<file path="src/rtl/core/pcld_pkg.sv">
// Shared types and codes for the page cache LRU tag directory.
// Used by pcld_entry_store, pcld_cmp_unit and page_cache_lru_directory_core.
`timescale 1ns / 1ps
`default_nettype none

package pcld_pkg;

  localparam int PAGE_W  = 16;
  localparam int ZOOM_W  = 32;
  localparam int STAMP_W = 32;

  localparam logic [1:0] MODE_LOOKUP  = 2'd0;
  localparam logic [1:0] MODE_INSTALL = 2'd1;
  localparam logic [1:0] MODE_CLEAR   = 2'd2;

  typedef enum logic [2:0] {
    ST_HIT       = 3'd0,
    ST_MISS      = 3'd1,
    ST_BADPAGE   = 3'd2,
    ST_INSTALLED = 3'd3,
    ST_CLEARED   = 3'd4
  } status_e_t;

  typedef enum logic [2:0] {
    OP_LOOKUP,
    OP_INSTALL,
    OP_CLEAR,
    OP_BADPAGE,
    OP_NOP
  } op_t;

  typedef enum logic [1:0] {
    S_IDLE,
    S_SCAN,
    S_COMMIT
  } state_t;

  typedef struct packed {
    logic               valid;
    logic [PAGE_W-1:0]  page;
    logic [ZOOM_W-1:0]  zoom;
    logic [STAMP_W-1:0] stamp;
  } entry_t;

  typedef struct packed {
    logic key_match;  // valid entry with the same page and zoom
    logic empty;      // entry not valid
    logic older;      // stamp below the current best
  } cmp_flags_t;

endpackage

`default_nettype wire

</file>
<file path="src/rtl/core/pcld_entry_store.sv">
// Directory entries: valid bits (cleared on reset) and key/stamp registers.
// One read port at the scan address, one write port. Depends on pcld_pkg.
`timescale 1ns / 1ps
`default_nettype none

module pcld_entry_store
  import pcld_pkg::*;
#(
  parameter int ENTRIES = 8,
  parameter int IDX_W   = $clog2(ENTRIES)
) (
  input  wire logic               clk,
  input  wire logic               rst,
  input  wire logic               clear_all,
  input  wire logic               wr_key,
  input  wire logic               wr_stamp,
  input  wire logic [IDX_W-1:0]   wr_addr,
  input  wire logic [PAGE_W-1:0]  wr_page,
  input  wire logic [ZOOM_W-1:0]  wr_zoom,
  input  wire logic [STAMP_W-1:0] wr_stamp_val,
  input  wire logic [IDX_W-1:0]   rd_addr,
  output entry_t                  rd_entry
);

  logic [ENTRIES-1:0] valid;
  logic [PAGE_W-1:0]  page  [ENTRIES];
  logic [ZOOM_W-1:0]  zoom  [ENTRIES];
  logic [STAMP_W-1:0] stamp [ENTRIES];

  always_ff @(posedge clk) begin
    if (rst) begin
      valid <= '0;
    end else if (clear_all) begin
      valid <= '0;
    end else if (wr_key) begin
      valid[wr_addr] <= 1'b1;
    end
  end

  always_ff @(posedge clk) begin
    if (wr_key) begin
      page[wr_addr] <= wr_page;
      zoom[wr_addr] <= wr_zoom;
    end
    if (wr_key || wr_stamp) begin
      stamp[wr_addr] <= wr_stamp_val;
    end
  end

  always_comb begin
    rd_entry.valid = valid[rd_addr];
    rd_entry.page  = page[rd_addr];
    rd_entry.zoom  = zoom[rd_addr];
    rd_entry.stamp = stamp[rd_addr];
  end

endmodule

`default_nettype wire

</file>
<file path="src/rtl/core/pcld_cmp_unit.sv">
// Shared compare unit: key match and stamp order for the entry under scan.
// Depends on pcld_pkg.
`timescale 1ns / 1ps
`default_nettype none

module pcld_cmp_unit
  import pcld_pkg::*;
(
  input  wire entry_t             entry,
  input  wire logic [PAGE_W-1:0]  key_page,
  input  wire logic [ZOOM_W-1:0]  key_zoom,
  input  wire logic [STAMP_W-1:0] best_stamp,
  output cmp_flags_t              flags
);

  always_comb begin
    flags.key_match = entry.valid && (entry.page == key_page) && (entry.zoom == key_zoom);
    flags.empty     = !entry.valid;
    // strict less keeps the lowest index on ties
    flags.older     = entry.stamp < best_stamp;
  end

endmodule

`default_nettype wire

</file>
<file path="src/rtl/core/page_cache_lru_directory_core.sv">
// Page cache LRU tag directory: one entry is examined per cycle.
// Lookup/install scan entries in S_SCAN (at most ENTRIES; a lookup stops on a match,
// an install on an empty slot), then S_COMMIT; done is high in the cycle after commit.
// Clear, bad page and unused mode go straight to S_COMMIT, with done in the cycle after.
// One word at a time: start is taken only in S_IDLE; one compare unit serves the scan.
// Reset (rst, synchronous): all entries invalid, use clock and page limit zero.
// Results are not back-pressured; done is a one-cycle strobe.
`timescale 1ns / 1ps
`default_nettype none

module page_cache_lru_directory_core
  import pcld_pkg::*;
#(
  parameter int ENTRIES = 8
) (
  input  wire logic        clk,
  input  wire logic        rst,
  input  wire logic        start,
  output logic             busy,
  input  wire logic [1:0]  mode,
  input  wire logic [15:0] page_index,
  input  wire logic [31:0] zoom_key,
  input  wire logic        cfg_we,
  input  wire logic [15:0] cfg_wdata,
  output logic             done,
  output logic [2:0]       status,
  output logic [2:0]       slot,
  output logic             evicted,
  output logic [15:0]      evicted_page
);

  localparam int IDX_W = $clog2(ENTRIES);
  localparam int EXT_W = (IDX_W < 3) ? 3 : IDX_W;
  localparam logic [IDX_W-1:0] LAST_IDX = IDX_W'(ENTRIES - 1);

  state_t             state, state_next;
  op_t                op, op_next;
  logic [PAGE_W-1:0]  doc_pages;
  logic [PAGE_W-1:0]  req_page, req_page_next;
  logic [ZOOM_W-1:0]  req_zoom, req_zoom_next;
  logic [IDX_W-1:0]   idx, idx_next;
  logic               found, found_next;
  logic [IDX_W-1:0]   sel_idx, sel_idx_next;
  logic               vic_valid, vic_valid_next;
  logic [PAGE_W-1:0]  vic_page, vic_page_next;
  logic [STAMP_W-1:0] vic_stamp, vic_stamp_next;
  logic [STAMP_W-1:0] use_clock, use_clock_next;
  logic               done_next;
  logic [2:0]         status_next;
  logic [2:0]         slot_next;
  logic               evicted_next;
  logic [PAGE_W-1:0]  evicted_page_next;

  logic               clear_all, wr_key, wr_stamp;
  logic [STAMP_W-1:0] stamp_inc;
  logic [EXT_W-1:0]   sel_ext;
  entry_t             rd_entry;
  cmp_flags_t         flags;

  assign stamp_inc = use_clock + STAMP_W'(1);
  assign sel_ext   = EXT_W'(sel_idx);
  assign busy      = (state != S_IDLE);

  pcld_entry_store #(
    .ENTRIES (ENTRIES),
    .IDX_W   (IDX_W)
  ) u_store (
    .clk          (clk),
    .rst          (rst),
    .clear_all    (clear_all),
    .wr_key       (wr_key),
    .wr_stamp     (wr_stamp),
    .wr_addr      (sel_idx),
    .wr_page      (req_page),
    .wr_zoom      (req_zoom),
    .wr_stamp_val (stamp_inc),
    .rd_addr      (idx),
    .rd_entry     (rd_entry)
  );

  pcld_cmp_unit u_cmp (
    .entry      (rd_entry),
    .key_page   (req_page),
    .key_zoom   (req_zoom),
    .best_stamp (vic_stamp),
    .flags      (flags)
  );

  always_ff @(posedge clk) begin
    if (rst) begin
      doc_pages <= '0;
    end else if (cfg_we) begin
      doc_pages <= cfg_wdata;
    end
  end

  always_ff @(posedge clk) begin
    if (rst) begin
      state     <= S_IDLE;
      use_clock <= '0;
      done      <= 1'b0;
    end else begin
      state     <= state_next;
      use_clock <= use_clock_next;
      done      <= done_next;
    end
  end

  always_ff @(posedge clk) begin
    op           <= op_next;
    req_page     <= req_page_next;
    req_zoom     <= req_zoom_next;
    idx          <= idx_next;
    found        <= found_next;
    sel_idx      <= sel_idx_next;
    vic_valid    <= vic_valid_next;
    vic_page     <= vic_page_next;
    vic_stamp    <= vic_stamp_next;
    status       <= status_next;
    slot         <= slot_next;
    evicted      <= evicted_next;
    evicted_page <= evicted_page_next;
  end

  always_comb begin
    state_next        = state;
    op_next           = op;
    req_page_next     = req_page;
    req_zoom_next     = req_zoom;
    idx_next          = idx;
    found_next        = found;
    sel_idx_next      = sel_idx;
    vic_valid_next    = vic_valid;
    vic_page_next     = vic_page;
    vic_stamp_next    = vic_stamp;
    use_clock_next    = use_clock;
    done_next         = 1'b0;
    status_next       = status;
    slot_next         = slot;
    evicted_next      = evicted;
    evicted_page_next = evicted_page;
    clear_all         = 1'b0;
    wr_key            = 1'b0;
    wr_stamp          = 1'b0;

    unique case (state)
      S_IDLE: begin
        if (start) begin
          req_page_next  = page_index;
          req_zoom_next  = zoom_key;
          idx_next       = '0;
          found_next     = 1'b0;
          sel_idx_next   = '0;
          vic_valid_next = 1'b0;
          if (mode == MODE_CLEAR) begin
            op_next = OP_CLEAR;
          end else if (mode != MODE_LOOKUP && mode != MODE_INSTALL) begin
            op_next = OP_NOP;
          end else if (page_index >= doc_pages) begin
            op_next = OP_BADPAGE;
          end else if (mode == MODE_LOOKUP) begin
            op_next = OP_LOOKUP;
          end else begin
            op_next = OP_INSTALL;
          end
          if ((mode == MODE_LOOKUP || mode == MODE_INSTALL) && page_index < doc_pages) begin
            state_next = S_SCAN;
          end else begin
            state_next = S_COMMIT;
          end
        end
      end

      S_SCAN: begin
        idx_next = idx + IDX_W'(1);
        if (op == OP_LOOKUP) begin
          if (flags.key_match) begin
            found_next   = 1'b1;
            sel_idx_next = idx;
            state_next   = S_COMMIT;
          end else if (idx == LAST_IDX) begin
            state_next = S_COMMIT;
          end
        end else begin
          if (flags.empty) begin
            // first empty slot wins outright
            sel_idx_next   = idx;
            vic_valid_next = 1'b0;
            state_next     = S_COMMIT;
          end else begin
            if (idx == '0 || flags.older) begin
              sel_idx_next   = idx;
              vic_valid_next = 1'b1;
              vic_page_next  = rd_entry.page;
              vic_stamp_next = rd_entry.stamp;
            end
            if (idx == LAST_IDX) begin
              state_next = S_COMMIT;
            end
          end
        end
      end

      S_COMMIT: begin
        state_next        = S_IDLE;
        done_next         = 1'b1;
        slot_next         = 3'd0;
        evicted_next      = 1'b0;
        evicted_page_next = '0;
        unique case (op)
          OP_LOOKUP: begin
            if (found) begin
              wr_stamp       = 1'b1;
              use_clock_next = stamp_inc;
              status_next    = ST_HIT;
              slot_next      = sel_ext[2:0];
            end else begin
              status_next = ST_MISS;
            end
          end
          OP_INSTALL: begin
            wr_key            = 1'b1;
            use_clock_next    = stamp_inc;
            status_next       = ST_INSTALLED;
            slot_next         = sel_ext[2:0];
            evicted_next      = vic_valid;
            evicted_page_next = vic_valid ? vic_page : '0;
          end
          OP_CLEAR: begin
            clear_all   = 1'b1;
            status_next = ST_CLEARED;
          end
          OP_BADPAGE: begin
            status_next = ST_BADPAGE;
          end
          default: begin
            status_next = ST_MISS;
          end
        endcase
      end

      default: begin
        state_next = S_IDLE;
      end
    endcase
  end

  // a result word follows every commit, never two in a row
  a_done_single: assert property (@(posedge clk) disable iff (rst) done |=> !done)
    else $error("done held for more than one cycle");

  a_done_on_release: assert property (@(posedge clk) disable iff (rst) $fell(busy) |-> done)
    else $error("busy dropped without a result word");

  a_evict_install: assert property (@(posedge clk) disable iff (rst)
    (done && evicted) |-> (status == ST_INSTALLED))
    else $error("eviction reported outside an install");

  a_scan_range: assert property (@(posedge clk) disable iff (rst)
    (state == S_SCAN) |-> (idx <= LAST_IDX))
    else $error("scan index beyond the last entry");

endmodule

`default_nettype wire

</file>
<file path="config.mk">
export PLATFORM = sky130hd
export DESIGN_NAME = page_cache_lru_directory_core
export DESIGN_NICKNAME = d
export VERILOG_FILES = /design/src/rtl/core/pcld_pkg.sv /design/src/rtl/core/pcld_entry_store.sv /design/src/rtl/core/pcld_cmp_unit.sv /design/src/rtl/core/page_cache_lru_directory_core.sv
export SDC_FILE = /design/constraint.sdc
export NUM_CORES = 1
export LEC_CHECK = 0
export BUFFER_PORTS_ARGS = -buffer_cell sky130_fd_sc_hd__buf_2
export CAP_MARGIN = 20
export CORE_MARGIN = 10
export CORE_UTILIZATION = 58
export CTS_BUF_LIST = sky130_fd_sc_hd__clkbuf_8
export DETAILED_ROUTE_END_ITERATION = 12
export PLACE_DENSITY = 0.78
export SYNTH_ARGS = -nofsm -noshare
export SYNTH_HDL_FRONTEND = slang
export SYNTH_SLANG_ARGS = --single-unit
</file>
<file path="constraint.sdc">
create_clock -name clk -period 5.75 [get_ports clk]
set_input_delay 0.2875 -clock clk [delete_from_list [all_inputs] [get_ports clk]]
set_output_delay 0.2875 -clock clk [all_outputs]
set_load 0.005 [all_outputs]
</file>
**After elaboration in Yosys (flattened, before gate mapping)**

Memory sizes are Yosys's and may differ from the RTL's. A register that Yosys moved wholly into a read port is not among the register bits.
Index checks and enable logic that the tools add are counted.

- Reductions and logical operators: 26
- Order comparisons: 6
- Equal/unequal tests: 19
- Add/sub/neg operators: 2
- Bitwise gates (word level): 2
- Multiplexer cells: 50

Operators with widths:

| operator | count |
|---|---|
| $pmux 32 s2 | 1 |
| $add 32x1->32 const B | 1 |
| $eq 32x32->1 | 1 |
| $lt 32x32->1 | 1 |
| $mux 32 | 1 |
| $mux 3 | 10 |
| $mux 1 | 22 |
| $pmux 3 s2 | 3 |
| $eq 16x16->1 | 1 |
| $ge 16x16->1 | 1 |
| $lt 16x16->1 | 1 |
| $reduce_and 4->1 | 4 |
| $mux 2 | 7 |
| $pmux 3 s4 | 1 |
| $ne 2x2->1 const B | 5 |
| $lt 3x4->1 const B | 2 |
| $or 8x8->8 | 1 |
| $reduce_bool 2->1 | 4 |
| $eq 3x2->1 const B | 2 |
| $logic_not 3->1 | 2 |
| $ne 3x3->1 const B | 2 |
| $reduce_and 2->1 | 3 |
| $logic_and 1x1->1 | 5 |
| $eq 2x1->1 const B | 2 |
| other kinds (16) | 22 |

- Memories kept: 3
- Register bits: 189
- Input bits: 70
- Output and inout bits: 25
- Logic and storage cells: 127
- RAM bits: 640

Memories:

| name | words | width | rd ports | clocked after memory_dff | write ports | RTL line | RTL |
|---|---|---|---|---|---|---|---|
| u_store.stamp | 8 | 32 | 1 | 1 | 1 | pcld_entry_store.sv:28 | `logic [STAMP_W-1:0] stamp [ENTRIES];` |
| u_store.zoom | 8 | 32 | 1 | 1 | 1 | pcld_entry_store.sv:27 | `logic [ZOOM_W-1:0] zoom [ENTRIES];` |
| u_store.page | 8 | 16 | 1 | 1 | 1 | pcld_entry_store.sv:26 | `logic [PAGE_W-1:0] page [ENTRIES];` |

**Logic depth before layout (Yosys ltp)**

Gate-level depths: netlist (run 1).

- Depth after elaboration: 7
- Depth in mapped cells: 16
- Depth with buffers taken out: 11

**Modules after synthesis**

Synthesis (run 1) repeated with hierarchy kept, for this count alone.

- Cell total of the unflattened synthesis: 1711
- Area, all modules: 33512.1 um^2

By module, submodules not included:

| module | seq. area each (um^2) | cells an instance | area an instance (um^2) | times used |
|---|---|---|---|---|
| pcld_entry_store | 19378.6 | 968 | 24831.3 | 1 |
| page_cache_lru_directory_core | 4924.7 | 568 | 7354.6 | 1 |
| pcld_cmp_unit | 0.0 | 175 | 1326.3 | 1 |

**Worst setup path after synthesis (run 1)**

Ideal clock, no wire load.

- Path type: register to register
- From: register state[1]
- To: memory u_store.stamp[0][0], enable pin
- Period minus slack after synthesis: 5.906 ns
- Library setup time: 0.501 ns
- Stages on the path, launching flop included: 6
- Data required time: 5.249 ns
- Arrival: 5.405 ns
- Slack: -0.156 ns
- Cells stage by stage: dfxtp_1 -> nor2b_1 -> nand2_1 -> clkbuf_1 -> clkbuf_1 -> nor4_1

- Cells in the longest elaborated chain, start to end: 5
- Elaborated cells on any way between the ends: 6
- Classes of those cells: eq/ne (1); mux (4); reduce/logical (1)

RTL lines:

| item | RTL line | RTL |
|---|---|---|
| start, declared | page_cache_lru_directory_core.sv:36 | `state_t state, state_next;` |
| start signal, assigned | page_cache_lru_directory_core.sv:103 | `state <= state_next;` |
| $eq 2x2->1 (*) | page_cache_lru_directory_core.sv:146 | `unique case (state)` |
| $mux 1 | page_cache_lru_directory_core.sv:146 |  |
| $logic_or 1x1->1 (*) | pcld_entry_store.sv:45 | `if (wr_key \|\| wr_stamp) begin` |
| $mux 1 (*) | pcld_entry_store.sv:45 |  |
| $mux 1 (implied by the code) (*) | pcld_entry_store.sv:46 | `stamp[wr_addr] <= wr_stamp_val;` |
| end, declared | pcld_entry_store.sv:28 |  |

Mark *: on every way between the ends. The rest lies on a longest branch, timed or not.

==> results of run 1 <==
[stage by stage]
| stage | power [W] | util [%] | cells |
|---|---|---|---|
| 6_report | 0.0124 | 66.7 | 3046 |
| 5_1_grt | 0.0129 | 66.7 | 3046 |
| 4_1_cts | 0.0125 | 66.7 | 3044 |
| 3_5_place_dp | 0.00780 | 61.0 | 2727 |
| 3_3_place_gp | 0.00777 | 61.0 | 2727 |
| 2_1_floorplan | 0.00753 | - | 1901 |
[flip-flops by register name, indices dropped and copies added (netlist names), 8 cells and up, named ones only]
| register | flops |
|---|---|
| u_store.zoom | 256 |
| vic_page | 16 |
| doc_pages | 16 |
| use_clock | 32 |
| req_zoom | 32 |
| vic_stamp | 32 |
| u_store.stamp | 256 |
| evicted_page | 16 |
| u_store.page | 128 |
| u_store.valid | 8 |
| req_page | 16 |
[kinds of logic after synthesis]
kind of cell,count (synthesis)
buffers and inverters,134
adder cells (fa/ha/maj),51
AO/OA/AOI/OAI,190
flip-flops,832
multiplexers,283
XOR/XNOR,72
AND/OR/NAND/NOR,339
[what timing repair did]
action / CTS / global route
hold buffers: 77 / 0
setup endpoints to repair: 0 / 0
buffers inserted: 0 / 0
endpoints found under the hold margin: 81 / 0
[metal layers]
| layer | track usage (%) | routed length, um |
|---|---|---|
| met2 | 35.9 | 36300 |
| met5 | 0 | 0 |
| met1 | 26.6 | 28400 |
| met3 | 4.33 | 4500 |
| met4 | 9.38 | 2200 |
[final cells by class]
class / count / area, sq um
tap: 765 / 957
timing repair buffer: 210 / 1590
sequential: 832 / 24400
inverter: 63 / 236
fill: 3738 / 19100
clock inverter: 102 / 562
multi-input combinational: 935 / 8720
antenna: 1 / 2.50
clock buffer: 138 / 1900
[power by group]
| group | total [W] | switching (W) | leakage, nW | internal, W |
|---|---|---|---|---|
| registers | 0.00681 | 0.000126 | 7.54 | 0.00669 |
| clock network | 0.00467 | 0.00229 | 1.40 | 0.00238 |
| logic | 0.000919 | 0.000479 | 4.17 | 0.000440 |
[worst paths after layout]
kind / startpoint / end
setup reg to reg: flip-flop / vic_page[14]$_DFFE_PP_
setup / recovery: flip-flop / vic_page[14]$_DFFE_PP_
hold reg to reg: u_store.valid[2]$_SDFFE_PP0P_ / u_store.valid[2]$_SDFFE_PP0P_
hold / removal: cfg_we / doc_pages[3]$_SDFFE_PP0P_
[synthesized netlist by cell type (18+ instances only)]
| master | number | area, sq um |
|---|---|---|
| edfxtp_1 | 770 | 23100 |
| mux2_2 | 121 | 1360 |
| mux4_2 | 79 | 1780 |
| nor2_1 | 78 | 293 |
| mux2i_1 | 69 | 691 |
| inv_1 | 63 | 236 |
| dfxtp_1 | 62 | 1240 |
| nand2_1 | 57 | 214 |
| ha_1 | 51 | 638 |
| o22ai_1 | 46 | 288 |
| xor2_1 | 39 | 342 |
| o21ai_0 | 34 | 170 |
| xnor2_1 | 32 | 280 |
| or3_1 | 30 | 188 |
| clkbuf_1 | 28 | 105 |
| a21oi_1 | 26 | 130 |
| and2_1 | 26 | 163 |
| buf_2 | 25 | 125 |
| nand4_1 | 25 | 156 |
| nand3_1 | 22 | 110 |
| nor3_1 | 22 | 110 |
| nor2b_1 | 18 | 113 |
[worst max-delay path, delay by kind of cell (launching register included)]
family | cells | cell delay, ps
compound gates | 4 | 970
fa+ha+maj | 1 | 210
simple gates | 1 | 380
flops | 1 | 750
mux | 2 | 870
buf+inv | 2 | 790
==> impl_metrics.py, run 1 <==
metrics = {
    "critical_path": {
        "r2r_cells": 10,
        "worstPathArrival_ps": 4810,
        "worstPathRequired_ps": 6190,
        "cp_slowest_cell": "dfxtp_4",
        "cp-end-kind": "flip-flop",
        "crit_fanout": 37,
        "path_class": "flip-flop to flip-flop",
        "path_cells": "buf_4 > mux4_2 > mux2_2 > ha_1 > a221o_1 > a21oi_1 > o211ai_1 > a31oi_1 > and2_2 > buf_12",
        "reg2reg_setup_slack_ps": 1380,
        "worst_setup_path_start_kind": "flip-flop",
        "slowest_delay_ps": 750,
    },
    "clock_tree": {
        "cts_tree": "done",
        "cts_made_buffers": 135,
        "clock_latency_ps": 770,
        "clockBufferDepth": 3,
        "htreeDepth": 4,
        "cts.sinks": 832,
        "cts_root_buffer": "clkbuf_8",
        "cts_resized": 0,
        "clkSlewWorstSetupHoldPaths_ps": 60,
    },
    "floorplan": {
        "die-area_sq_um": 67900,
        "initial_core_util_pct": 58.4,
        "ios": 95,
        "rows": 88,
        "die_y_um": 261,
        "core_sq_um": 57500,
        "fp.dieW_um": 261,
    },
    "yosys": {
        "synth.distinct_cells": 74,
        "synthXorXnorAreaFrac_pct": 1.90,
        "async_flop_share_pct": 0,
        "synth_top_family_by_area": "multiplexers",
        "avgSynthCellArea_sq_um": 17.7,
        "synthFlopType": "edfxtp_1",
        "synth-simple-area-share_pct": 5.52,
        "yosys.area_share.adder_pct": 1.90,
        "muxShareOfSynthArea_pct": 12.5,
        "synth_compound_area_share_pct": 3.75,
        "synth_nets": 2022,
        "netlist_area_sq_um": 33600,
        "synth_seq_cells": 832,
        "synth_cells": 1901,
        "synth-edff-count": 770,
        "yosysWarnings": 0,
        "seq_area_frac_synth_pct": 72.6,
    },
    "hold_path": {
        "whs_path_depth": 3,
        "hp-class": "input pin to flip-flop",
    },
    "routing": {
        "wl_per_cell_um": 23.4,
        "ant_nets": 0,
        "routed_wl_um": 71400,
        "drt_first_iter_violations": 1485,
        "via_per_inst": 5.95,
        "drc_errors": 0,
        "vias": 18100,
        "first_pass_iters": 7,
    },
    "outcome": {
        "outcome": "finished, final reports clean",
    },
    "sta": {
        "setup_slack_ps": 1380,
        "whs_ps": 69.9,
        "finClkSkew_ps": 33.3,
        "hold_viol_final": 0,
        "setup_tns_ps": 0,
        "max_freq_mhz": 229,
        "tightest_slew_ps": 1090,
        "relSlewSlack_pct": 27.6,
        "period_needed_ps": 4370,
        "final_max_slew_viol_count": 0,
        "setup_viol": 0,
        "rsz0062_at_grt": "no",
        "finalCritPeriodShare_pct": 76.0,
    },
    "global_route": {
        "antenna_found_initial": 1,
        "grtUsageTotal_pct": 21.3,
        "grt_max_degree": 87,
        "grt_pass1_wl_um": 110000,
        "grt_pass1_vias": 19100,
        "grt_remaining_overflow": 0,
    },
    "run": {
        "drv_cap": 0,
    },
    "pwr": {
        "leakagePower_nw": 13.1,
        "vdd_drop_max_uv": 272,
        "powerDensity_nw_per_um2": 324,
    },
    "placed_design": {
        "place.gp.congestion": 0.817,
        "io_buffers": 94,
        "place_hpwl_um": 41900,
        "place_area_sq_um": 35100,
        "dp_slack_ps": 1360,
    },
    "finish": {
        "nets": 2298,
        "layout_commonest_cell": "edfxtp_1",
        "areaGrowthSynthToFinish_pct": 14.2,
        "drive_gt1_share_pct": 23.9,
        "fin_area_sq_um": 38300,
        "mostFrequentLayoutCells": "edfxtp_1 (770), clkbuf_8 (138), mux2_2 (121), inv_1 (106), buf_2 (94)",
    },
}
Note: power is estimated with default switching activity, not from simulation.
==> run 2: changes to the inputs <==
--- a/config.mk
+++ b/config.mk
@@ -5,13 +5,14 @@
 export SDC_FILE = /design/constraint.sdc
 export NUM_CORES = 1
 export LEC_CHECK = 0
+export ABC_AREA = 1
 export BUFFER_PORTS_ARGS = -buffer_cell sky130_fd_sc_hd__buf_2
 export CAP_MARGIN = 20
 export CORE_MARGIN = 10
-export CORE_UTILIZATION = 58
+export CORE_UTILIZATION = 60
 export CTS_BUF_LIST = sky130_fd_sc_hd__clkbuf_8
 export DETAILED_ROUTE_END_ITERATION = 12
-export PLACE_DENSITY = 0.78
+export PLACE_DENSITY = 0.77
 export SYNTH_ARGS = -nofsm -noshare
 export SYNTH_HDL_FRONTEND = slang
 export SYNTH_SLANG_ARGS = --single-unit
==> constraint.sdc (replaced) <==
create_clock -name clk -period 4.17 [get_ports clk]
set_input_delay 0.2085 -clock clk [delete_from_list [all_inputs] [get_ports clk]]
set_output_delay 0.2085 -clock clk [all_outputs]
set_load 0.005 [all_outputs]
==> run 2 against run 1 <==
Against the previous run: worst hold slack improved by 70 ps; non-clock buffer count grew 12; clock-buffer cell count rose by 13; worst setup slack lost 1000 ps; critical endpoint is now vic_page[2]$_DFFE_PP_.
==> impl_metrics.py, run 2 <==
metrics = {
    "pwr": {
        "powerDensity_nw_per_um2": 461,
        "vdd_drop_max_uv": 355,
        "leakagePower_nw": 15.8,
        "total_power_w": 0.0184,
    },
    "sta": {
        "final_max_slew_viol_count": 0,
        "setup_viol": 0,
        "setup_tns_ps": 0,
        "tightest_slew_ps": 1000,
        "rsz0062_at_grt": "no",
        "finalCritPeriodShare_pct": 91.2,
        "max_freq_mhz": 263,
        "hold_viol_final": 0,
        "finClkSkew_ps": 23.7,
        "relSlewSlack_pct": 32.5,
        "period_needed_ps": 3800,
        "setup_slack_ps": 368,
    },
    "placed_design": {
        "place.gp.congestion": 0.851,
        "io_buffers": 94,
        "dp_slack_ps": 478,
        "place_hpwl_um": 47300,
    },
    "routing": {
        "vias": 24100,
        "ant_nets": 0,
        "via_per_inst": 5.58,
        "drc_errors": 0,
        "routed_wl_um": 83100,
        "first_pass_iters": 6,
        "drt_first_iter_violations": 2277,
        "wl_per_cell_um": 19.2,
    },
    "clock_tree": {
        "clkSlewWorstSetupHoldPaths_ps": 60,
        "cts_tree": "done",
        "cts_root_buffer": "clkbuf_8",
        "cts_made_buffers": 134,
        "htreeDepth": 4,
        "cts.sinks": 832,
        "clock_latency_ps": 790,
        "clockBufferDepth": 3,
    },
    "finish": {
        "fill_cells": 3971,
        "drive_gt1_share_pct": 10.4,
        "largestRegisters": "u_store.stamp: 256 flops, u_store.zoom: 256 flops, u_store.page: 128 flops",
        "nets": 3583,
        "areaGrowthSynthToFinish_pct": 13.3,
        "mostFrequentLayoutCells": "edfxtp_1 (770), nand2_1 (642), nor2_1 (488), inv_1 (438), o21ai_0 (201)",
        "fin_util_pct": 68.8,
        "layout_commonest_cell": "edfxtp_1",
    },
    "yosys": {
        "netlist_area_sq_um": 35200,
        "synth-edff-count": 770,
        "synth_nets": 3364,
        "synth.most_common_cell": "edfxtp_1",
        "synth.area.top_cells": "edfxtp_1 (66%), nand2_1 (6.8%), nor2_1 (5.4%), inv_1 (4.3%), dfxtp_1 (3.5%)",
        "yosysWarnings": 0,
        "synth_cells": 3243,
        "synth_seq_cells": 832,
        "async_flop_share_pct": 0,
        "synth_top_area_cell": "edfxtp_1",
        "synth.distinct_cells": 39,
        "synthFlopType": "edfxtp_1",
        "synth_top_cells_by_count": "edfxtp_1 (770), nand2_1 (642), nor2_1 (506)",
        "avgSynthCellArea_sq_um": 10.8,
        "synth_top_area_share_pct": 65.7,
        "seq_area_frac_synth_pct": 69.2,
    },
    "critical_path": {
        "cp_slowest_cell": "dfxtp_4",
        "path_cells": "buf_12 > o21ai_0 > o22ai_1 > nor2_1 > a31oi_1 > ha_1 > a21oi_1 > nor2_1 > a211oi_1 > o221ai_1 > a21oi_1 > nand2_1 > a21oi_4 > buf_4",
        "crit_fanout": 54,
        "path_class": "flip-flop to flip-flop",
        "r2r_end": "vic_page[2]$_DFFE_PP_",
        "reg2reg_setup_slack_ps": 370,
        "slowest_delay_ps": 590,
        "worstPathArrival_ps": 4260,
        "worstPathRequired_ps": 4630,
        "worst_setup_path_start_kind": "flip-flop",
        "cp-end-kind": "flip-flop",
        "r2r_cells": 14,
    },
    "global_route": {
        "grt_pass1_vias": 24100,
        "grt_remaining_overflow": 0,
        "busiest_layer": "met2",
        "gr-usage-met1_pct": 30.6,
        "gr-usage-met2_pct": 40.8,
        "grtUsageTotal_pct": 24.4,
        "use_met3_pct": 4.85,
        "antenna_found_initial": 1,
        "grt_pass1_wl_um": 129000,
        "grt_max_degree": 87,
    },
    "floorplan": {
        "die_y_um": 262,
        "rows": 88,
        "initial_core_util_pct": 60.8,
        "die-area_sq_um": 68700,
        "fp.dieW_um": 262,
        "ios": 95,
        "core_sq_um": 57900,
    },
    "run": {
        "drv_cap": 0,
    },
    "hold_path": {
        "whs_path_depth": 2,
        "hp-class": "input pin to flip-flop",
        "min_from": "zoom_key[3]",
        "hold_end": "req_zoom[3]$_DFFE_PP_",
    },
    "outcome": {
        "outcome": "finished, final reports clean",
    },
}
==> run 2: layout make-up <==
cell class | count | area [sq um] | share of cell area (%)
timing repair buffer | 222 | 1740 | 4.37
antenna | 1 | 2.50 | 0.00628
clock inverter | 78 | 387 | 0.970
multi-input combinational | 1864 | 8790 | 22.0
tap | 765 | 957 | 2.40
clock buffer | 151 | 2080 | 5.21
sequential | 832 | 24400 | 61.1
inverter | 408 | 1540 | 3.87
==> run 2: logic make-up after synthesis <==
group,share of synthesized area [%]
simple gates,16.5
flops,69.2
buf+inv,6.18
compound gates,5.56
fa+ha+maj,1.81
xor+xnor,0.697
==> run 2: layer usage <==
metal,vias up,part of all wire [%]
met1,11500,39
met2,1149,49
met5,-,0
met4,0,2.8
li1,11300,-
met3,179,8.5
==> run 2: how the worst max path moves through the flow <==
stage	to	depth (start not counted)	startpoint
after CTS	vic_page[15]$_DFFE_PP_	14	flip-flop
after floorplan	u_store.page[6][0]$_DFFE_PP_	6	state[1]$_SDFFE_PP0P_
final	vic_page[2]$_DFFE_PP_	14	flip-flop
after global routing	vic_page[2]$_DFFE_PP_	14	flip-flop
after global placement	vic_page[11]$_DFFE_PP_	14	flip-flop
after detailed placement	vic_page[12]$_DFFE_PP_	14	flip-flop
==> run 2: metrics by stage <==
step	area [sq um]	instances	hold WS, ps
after detailed placement	36700	4021	387
final	39900	4321	140
after global routing	39900	4321	109
after CTS	39900	4320	78.3
after global placement	36700	4021	385
after floorplan	35200	3243	307
==> run 2: critical path: cells and delay by family (launching register included) <==
kind	cells	cell delay (ps)
buf+inv	2	610
simple gates	3	320
flops	1	590
compound gates	8	1610
fa+ha+maj	1	320
==> run 2: report_power, final <==
part           switching (W)  internal [W]
clock network        0.00312       0.00337
registers           0.000178       0.00935
logic                0.00162      0.000765
total                0.00491        0.0135
==> run 2: what timing repair did <==
item / 4_1_cts / 5_1_grt
endpoints found under the hold margin: 77 / 0
hold buffers: 70 / 0
setup buffers: 0 / 0
resized for setup: 0 / 0
